### src/rtl/core/fifo_fed_fm_iq_modulator_assert.svh
// assertion macros for the fm modulator block
`ifndef FIFO_FED_FM_IQ_MODULATOR_ASSERT_SVH
`define FIFO_FED_FM_IQ_MODULATOR_ASSERT_SVH

// same-cycle implication, checked outside reset
`define FFIQM_ASSERT_NOW(label, clk, rst_n, ante, cons) \
    label: assert property (@(posedge clk) disable iff (!rst_n) (ante) |-> (cons)) \
        else $error("fm modulator check failed");

// next-cycle implication, checked outside reset
`define FFIQM_ASSERT_NEXT(label, clk, rst_n, ante, cons) \
    label: assert property (@(posedge clk) disable iff (!rst_n) (ante) |=> (cons)) \
        else $error("fm modulator check failed");

`endif

### src/rtl/core/ffiqm_pkg.sv
// shared types, constants and the sine table of the fm modulator
package ffiqm_pkg;

    // field widths
    localparam int BYTE_W    = 8;
    localparam int GAIN_W    = 13;
    localparam int DEC_W     = 8;
    localparam int THR_W     = 12;
    localparam int PHASE_W   = 32;
    localparam int PREVIEW_W = 16;
    localparam int IQ_W      = 8;
    localparam int PROD_W    = BYTE_W + GAIN_W + 1;

    // configuration port
    localparam int CFG_IDX_W  = 2;
    localparam int CFG_DATA_W = 13;

    typedef enum logic [CFG_IDX_W-1:0] {
        CFG_DEVIATION_GAIN   = 2'd0,
        CFG_DECIMATION_LIMIT = 2'd1,
        CFG_REFILL_THRESHOLD = 2'd2
    } t_cfg_index;

    typedef enum logic {
        OP_PUSH = 1'b0,
        OP_TICK = 1'b1
    } t_opcode;

    // register reset values
    localparam logic [GAIN_W-1:0] GAIN_RESET = 13'd2000;
    localparam logic [DEC_W-1:0]  DEC_RESET  = 8'd31;
    localparam logic [THR_W-1:0]  THR_RESET  = 12'd3072;

    // phase format: one turn is 2^26, table index taken from the top bits of that
    localparam int TURN_MSB     = 25;
    localparam int SINE_ENTRIES = 256;
    localparam int LUT_W        = $clog2(SINE_ENTRIES);
    localparam logic [LUT_W-1:0] QUARTER_IDX = LUT_W'(SINE_ENTRIES / 4);

    localparam logic [63:0] HALF_PI_Q31 = 64'd3373259426;
    localparam logic [63:0] ENTRIES_64  = 64'(SINE_ENTRIES);

    typedef logic signed [IQ_W-1:0] t_sine_lut [SINE_ENTRIES];

    // fifo control and status between top and fifo
    typedef struct packed {
        logic                     push;
        logic                     pop;
        logic signed [BYTE_W-1:0] wr_byte;
    } t_fifo_cmd;

    typedef struct packed {
        logic signed [BYTE_W-1:0] head;
        logic signed [BYTE_W-1:0] next;
        logic                     refill;
    } t_fifo_stat;

    // 127*sin(pi/2 * r/entries), truncated, taylor series in q31
    function automatic logic [IQ_W-1:0] quarter_value(input logic [63:0] r);
        logic [63:0] x;
        logic [63:0] x2;
        logic [63:0] term;
        logic [63:0] sum;
        logic [63:0] scaled;
        if (r == 64'd0) begin
            return '0;
        end
        if (r >= ENTRIES_64) begin
            return IQ_W'(127);
        end
        x    = (HALF_PI_Q31 * r) / ENTRIES_64;
        x2   = (x * x) >> 31;
        term = x;
        sum  = x;
        term = ((term * x2) >> 31) / 64'd6;
        sum  = sum - term;
        term = ((term * x2) >> 31) / 64'd20;
        sum  = sum + term;
        term = ((term * x2) >> 31) / 64'd42;
        sum  = sum - term;
        term = ((term * x2) >> 31) / 64'd72;
        sum  = sum + term;
        term = ((term * x2) >> 31) / 64'd110;
        sum  = sum - term;
        term = ((term * x2) >> 31) / 64'd156;
        sum  = sum + term;
        term = ((term * x2) >> 31) / 64'd210;
        sum  = sum - term;
        term = ((term * x2) >> 31) / 64'd272;
        sum  = sum + term;
        scaled = (64'd127 * sum) >> 31;
        return scaled[IQ_W-1:0];
    endfunction

    // full-turn table built from quarter-wave values
    function automatic t_sine_lut build_sine_lut();
        t_sine_lut   lut;
        logic [63:0] u;
        logic [63:0] q;
        logic [63:0] r;
        logic [IQ_W-1:0] v;
        for (int k = 0; k < SINE_ENTRIES; k++) begin
            u = 64'(4 * k);
            q = u / ENTRIES_64;
            r = u % ENTRIES_64;
            if (q[0]) begin
                v = quarter_value(ENTRIES_64 - r);
            end else begin
                v = quarter_value(r);
            end
            if (q[1]) begin
                v = -v;
            end
            lut[k] = $signed(v);
        end
        return lut;
    endfunction

    localparam t_sine_lut SINE_LUT = build_sine_lut();

endpackage

### src/rtl/core/ffiqm_nco.sv
// phase accumulator with sine/cosine table lookup
module ffiqm_nco (
    input  logic                                   i_clk,
    input  logic                                   i_rst_n,
    input  logic                                   i_tick,
    input  logic signed [ffiqm_pkg::BYTE_W-1:0]    i_sample,
    input  logic [ffiqm_pkg::GAIN_W-1:0]           i_gain,
    output logic signed [ffiqm_pkg::IQ_W-1:0]      o_i,
    output logic signed [ffiqm_pkg::IQ_W-1:0]      o_q
);
    import ffiqm_pkg::*;

    logic [PHASE_W-1:0]       r_phase, n_phase;
    logic signed [PROD_W-1:0] prod;
    logic [PHASE_W-1:0]       step;
    logic [LUT_W-1:0]         idx_q;
    logic [LUT_W-1:0]         idx_i;

    // step = sample * 4 * gain, sign-extended to the accumulator width
    always_comb begin
        prod    = i_sample * $signed({1'b0, i_gain});
        step    = {{(PHASE_W - PROD_W - 2){prod[PROD_W-1]}}, prod, 2'b00};
        n_phase = r_phase + step;
    end

    always_ff @(posedge i_clk) begin
        if (!i_rst_n) begin
            r_phase <= '0;
        end else if (i_tick) begin
            r_phase <= n_phase;
        end
    end

    // cosine is the sine a quarter turn ahead
    always_comb begin
        idx_q = n_phase[TURN_MSB -: LUT_W];
        idx_i = idx_q + QUARTER_IDX;
        o_q   = SINE_LUT[idx_q];
        o_i   = SINE_LUT[idx_i];
    end

endmodule

### config.mk
export PLATFORM = sky130hd
export DESIGN_NAME = ffiqm_nco
export DESIGN_NICKNAME = d
export VERILOG_FILES = /design/src/rtl/core/fifo_fed_fm_iq_modulator_assert.svh /design/src/rtl/core/ffiqm_pkg.sv /design/src/rtl/core/ffiqm_nco.sv
export SDC_FILE = /design/constraint.sdc
export NUM_CORES = 1
export LEC_CHECK = 0
export ABC_CLOCK_PERIOD_IN_PS = 32800
export BUFFER_PORTS_ARGS = -buffer_cell sky130_fd_sc_hd__buf_2
export CAP_MARGIN = 0
export CELL_PAD_IN_SITES_DETAIL_PLACEMENT = 0
export CELL_PAD_IN_SITES_GLOBAL_PLACEMENT = 1
export CORE_MARGIN = 5
export CORE_UTILIZATION = 50
export DETAILED_ROUTE_END_ITERATION = 6
export PLACE_DENSITY = 0.9
export RECOVER_POWER = 25
export SLEW_MARGIN = 0
export SYNTH_ARGS = -nofsm -noshare
export SYNTH_HDL_FRONTEND = slang
export SYNTH_SLANG_ARGS = --single-unit
### constraint.sdc
create_clock -name i_clk -period 32.8 [get_ports i_clk]
set_clock_uncertainty 0.15 [all_clocks]
set_input_delay 9.84 -clock i_clk [delete_from_list [all_inputs] [get_ports i_clk]]
set_output_delay 9.84 -clock i_clk [all_outputs]
set_load 0.01 [all_outputs]
==> results.json, run 1 <==
{
  "status": "complete, but fails checks",
  "violations": "capacitance limit, slew limit",
  "yosys.area.top_type": "fa_1",
  "die_h_um": 137,
  "reg.largest.list": "r_phase x24",
  "diodes": 0,
  "maxSlewViolCount": 29,
  "rows": 46,
  "post_cts_buffers": 0,
  "max_stage_delay_ns": 0.79,
  "die_w_um": 137,
  "grt_use_met3_pct": 1.36,
  "synth_top_area_share_pct": 16.9,
  "clock_sinks": 24,
  "dieArea_um2": 18700,
  "portBuffers": 39,
  "instances_no_fill": 1218,
  "rsz0062_at_grt": "false",
  "r2r_start": "r_phase[2]$_SDFFE_PN0P_",
  "viasPerCell": 6.04,
  "final_cell_mix": "inv_1, ha_1, and2_1, nand2_1, fa_1",
  "largest_register_ff_count": 24,
  "cp_slowest_cell": "clkinv_1",
  "cp-startpoint": "i_sample[1]",
  "place_inst": 1214,
  "vias": 7352,
  "fin_nets": 1181,
  "layout-drive-gt1-share_pct": 9.58,
  "synth_edf_count": 0,
  "ant_nets": 0,
  "regMostFlops": "r_phase",
  "track_usage_pct": 22.2,
  "slew_headroom_pct": -23.2,
  "clock.fmax_ghz": 0.0350,
  "overflow": 0,
  "finish.instance_area_um2": 8420,
  "htreeDepth": 1,
  "netlist_instances": 1010,
  "dp_hpwl_mm": 16.1,
  "start_util_pct": 50.8,
  "gp_congestion": 0.966,
  "crit_path_end_kind": "primary output",
  "clockRootBuffer": "clkbuf_16",
  "required_ns": 22.81,
  "finalSetupViolCount": 0,
  "mappedNetlistArea_um2": 8040,
  "hold_class": "register to register",
  "startpoint_type": "primary input",
  "met1_usage_pct": 29.2,
  "cts_buffer_depth": 2,
  "holdCritStartpoint": "r_phase[4]$_SDFFE_PN0P_",
  "placed_area_um2": 8320,
  "min_period_ns": 28.58,
  "grt_max_degree": 43,
  "drtIter0Drc": 528,
  "syn-num-nets": 1188,
  "finalSetupTns_ns": 0,
  "post_cts_resized": 0,
  "hold_viol_final": 0,
  "top_usage_layer": "met2",
  "ios": 40,
  "ys_top_cells_by_area": "fa_1, ha_1, and2_1",
  "worstPathArrival_ns": 18.59,
  "antenna_found_initial": 0,
  "clk_latency_ns": 0.27,
  "maxCapViolCount": 1,
  "critPathKind": "primary input to primary output",
  "drc": 0,
  "final_util_pct": 53.2,
  "final_common_cell": "inv_1",
  "yosysWarnings": 0,
  "period_share_pct": 87.1,
  "finalWirelength_mm": 20.4,
  "grt_pass1_vias": 7066,
  "critical_path.max_fanout": 21,
  "synth_ff_type": "dfxtp_1",
  "avgSynthCellArea_um2": 7.96,
  "ys_ff_latch": 24,
  "grtUsageMet2_pct": 38.3,
  "grt_pass1_wl_mm": 34.4,
  "path_clk_slew_ns": 0.07,
  "tightest_slew_ns": 1.85,
  "cts_tree": "built",
  "core_area_um2": 15800,
  "ys_seq_area_share_pct": 5.97,
  "first_pass_iters": 7,
  "cts_hold_buf": 0,
  "wl_per_cell_um": 16.7,
  "ys_types": 91,
  "synthArstFlopShare_pct": 0,
  "synthToLayoutAreaGrowth_pct": 4.65,
  "numCtsBuffers": 3
}
## cells by family (layout without fill, tap and decap cells)
family / after synthesis / after routing / synth area share, %
simple gates: 314 / 314 / 20.5
fa+ha+maj: 154 / 154 / 30.3
mux: 42 / 42 / 5.29
xor+xnor: 35 / 35 / 4.22
compound gates: 262 / 262 / 24.6
buf+inv: 179 / 171 / 9.07
flops: 24 / 24 / 5.97
## stage by stage
step	setup WS [ns]	hold WS, ns
2_1_floorplan	5.64	0.310
3_3_place_gp	4.44	0.317
3_5_place_dp	4.37	0.331
4_1_cts	4.35	0.348
5_1_grt	3.60	0.363
6_report	4.22	0.345
## synth_stat cells (4+ instances only)
cell / number
nand3_1: 16
fa_1: 68
nor4_1: 4
nor2b_1: 22
xor2_1: 10
inv_1: 116
a311o_1: 4
o211a_1: 5
ha_1: 86
a21oi_1: 44
nand2_1: 74
a31o_1: 4
mux2i_1: 38
nor2_1: 51
a211oi_1: 18
and3_1: 12
a22oi_1: 4
o21ai_1: 10
xnor2_1: 23
clkbuf_1: 28
o21ai_0: 34
buf_2: 24
o21a_1: 4
o211ai_1: 12
a31oi_1: 18
o21bai_1: 4
a32oi_1: 6
a21o_1: 17
a221oi_1: 8
mux2_2: 4
a311oi_1: 8
nor3_1: 20
dfxtp_1: 24
nand4_1: 7
a2111oi_2: 4
nand2b_1: 9
a211o_1: 5
a21oi_2: 5
and2_1: 78
o22ai_1: 4
## worst max-delay path, delay by kind of cell
family / cells / cell delay [ns]
buffers and inverters: 5 / 1.40
multiplexers: 2 / 0.40
adder cells (fa/ha/maj): 8 / 3.06
XOR/XNOR: 2 / 0.72
AO/OA/AOI/OAI: 12 / 2.48
AND/OR/NAND/NOR: 4 / 0.67
## metal layers
metal  routed length, um  part of all wire (%)
met1                8890                    44
met2                9910                    49
met3                 903                   4.4
met4                 660                   3.2
met5                   0                     0
## layout make-up
cell class | instances | area, um2
clock buffer | 3 | 75.1
tap | 216 | 270
sequential | 24 | 480
inverter | 118 | 443
fill | 1572 | 7410
multi-input combinational | 807 | 6850
clock inverter | 1 | 30.0
timing repair buffer | 49 | 268
## final timing paths
kind | to | slack [ns] | cells past startpoint
min reg2reg | r_phase[4]$_SDFFE_PN0P_ | 0.35 | 1
min | r_phase[4]$_SDFFE_PN0P_ | 0.35 | 1
max reg2reg | r_phase[24]$_SDFFE_PN0P_ | 29.18 | 11
max | o_q[1] | 4.22 | 33
Power of run 1 is left out: the tool's default activity adds up to more than one toggle a clock period on the data nets, which glitch-free logic cannot reach.
==> run 2: changes to the inputs <==
- CORE_UTILIZATION: 50 -> 53
- PLACE_DENSITY: 0.9 -> 0.95
==> run 2 against run 1 <==
Effect of this change:
- the run still ends with capacitance limit, slew limit left
- global-route usage is 0.095 points lower
- clock-buffer cell count stayed put
- via count is 0.58% higher
- sequential share of layout area hardly changed
- utilization is 2.7 points higher
- first-iteration DRC count is 28% higher
==> results.json, run 2 (synthesis gave the netlist of run 1 again) <==
{
  "clk_latency_ns": 0.27,
  "ant_nets": 0,
  "post_cts_buffers": 0,
  "viasPerCell": 6.20,
  "first_pass_iters": 6,
  "largest_register_ff_count": 24,
  "cp_slowest_cell": "fa_1",
  "clock_sinks": 24,
  "clockRootBuffer": "clkbuf_16",
  "cts_hold_buf": 0,
  "critical_path.max_fanout": 27,
  "finalSetupViolCount": 0,
  "maxSlewViolCount": 29,
  "post_cts_resized": 0,
  "drc": 0,
  "drtIter0Drc": 675,
  "htreeDepth": 1,
  "core_area_um2": 15000,
  "grt_max_degree": 43,
  "overflow": 0,
  "ios": 40,
  "reg.largest.list": "r_phase x24",
  "maxCapViolCount": 1,
  "regMostFlops": "r_phase",
  "final_cell_mix": "inv_1, ha_1, and2_1, nand2_1, fa_1",
  "min_period_ns": 28.29,
  "path_clk_slew_ns": 0.07,
  "max_stage_delay_ns": 0.55,
  "hold_viol_final": 0,
  "grt_pass1_vias": 7032,
  "rows": 45,
  "required_ns": 22.81,
  "diodes": 0,
  "antenna_found_initial": 0,
  "worstPathArrival_ns": 18.30,
  "slew_headroom_pct": -24.8,
  "synthToLayoutAreaGrowth_pct": 4.48,
  "track_usage_pct": 22.1,
  "numCtsBuffers": 3,
  "status": "complete, but fails checks",
  "wl_per_cell_um": 17.0,
  "gp_congestion": 0.957,
  "period_share_pct": 86.2,
  "start_util_pct": 53.5,
  "die_h_um": 133,
  "cts_tree": "built",
  "clock.fmax_ghz": 0.0354,
  "crit_path_end_kind": "primary output",
  "finalWirelength_mm": 20.2,
  "final_common_cell": "inv_1",
  "dieArea_um2": 17700,
  "grt_pass1_wl_mm": 33.5,
  "vias": 7395,
  "portBuffers": 39,
  "final_util_pct": 55.9,
  "rsz0062_at_grt": "false",
  "hold_class": "register to register",
  "layout-drive-gt1-share_pct": 9.86,
  "critPathKind": "primary input to primary output",
  "dp_hpwl_mm": 16.0,
  "finalSetupTns_ns": 0,
  "fin_nets": 1183,
  "cts_buffer_depth": 2,
  "tightest_slew_ns": 1.87,
  "die_w_um": 133,
  "violations": "capacitance limit, slew limit",
  "startpoint_type": "primary input"
}
run 2: changes by cell type in the layout (fill, tap and decap cells not counted):
cell	delta
buf_4	+2
o2111ai_1	-1
o2111ai_2	+1
run 2: area by class of cell:
class                           instances  area [um2]
Tap cell                              188         235
Clock buffer                            3        75.1
Fill cell                            1400        6630
Multi-Input combinational cell        807        6860
Timing Repair Buffer                   51         283
Clock inverter                          1        30.0
Sequential cell                        24         480
Inverter                              118         443
run 2: through the flow:
| step | hold WS [ns] | instances | setup WS (ns) | cell area (um2) |
|---|---|---|---|---|
| finish | 0.345 | 1192 | 4.51 | 8400 |
| global route | 0.356 | 1192 | 3.96 | 8400 |
| CTS | 0.348 | 1192 | 4.73 | 8410 |
| detailed placement | 0.331 | 1188 | 4.75 | 8300 |
| global placement | 0.317 | 1188 | 4.71 | 8300 |
| floorplan | 0.310 | 1010 | 5.64 | 8040 |
run 2: metal layers:
layer / part of all wire, % / vias to the layer above / GRT usage, %
met3: 5.4 / 50 / 1.70
met1: 43 / 3528 / 28.2
met2: 48 / 271 / 39.4
li1: - / 3546 / -
met4: 3.2 / 0 / 7.49
met5: 0 / - / 0
run 2: worst max-delay path: cells and delay by family:
| kind | cells | cell delay, ns |
|---|---|---|
| compound gates | 12 | 2.44 |
| buf+inv | 8 | 1.13 |
| simple gates | 7 | 1.33 |
| fa+ha+maj | 7 | 3.42 |
| xor+xnor | 1 | 0.10 |
run 2: worst paths after layout:
path	startpoint	end	slack (ns)	cells past startpoint
setup reg to reg	r_phase[13]$_SDFFE_PN0P_	r_phase[25]$_SDFFE_PN0P_	29.33	12
setup / recovery	i_gain[0]	o_q[2]	4.51	35
hold / removal	r_phase[4]$_SDFFE_PN0P_	r_phase[4]$_SDFFE_PN0P_	0.34	1
hold reg to reg	r_phase[4]$_SDFFE_PN0P_	r_phase[4]$_SDFFE_PN0P_	0.34	1
Power of run 2 is left out for the same reason.
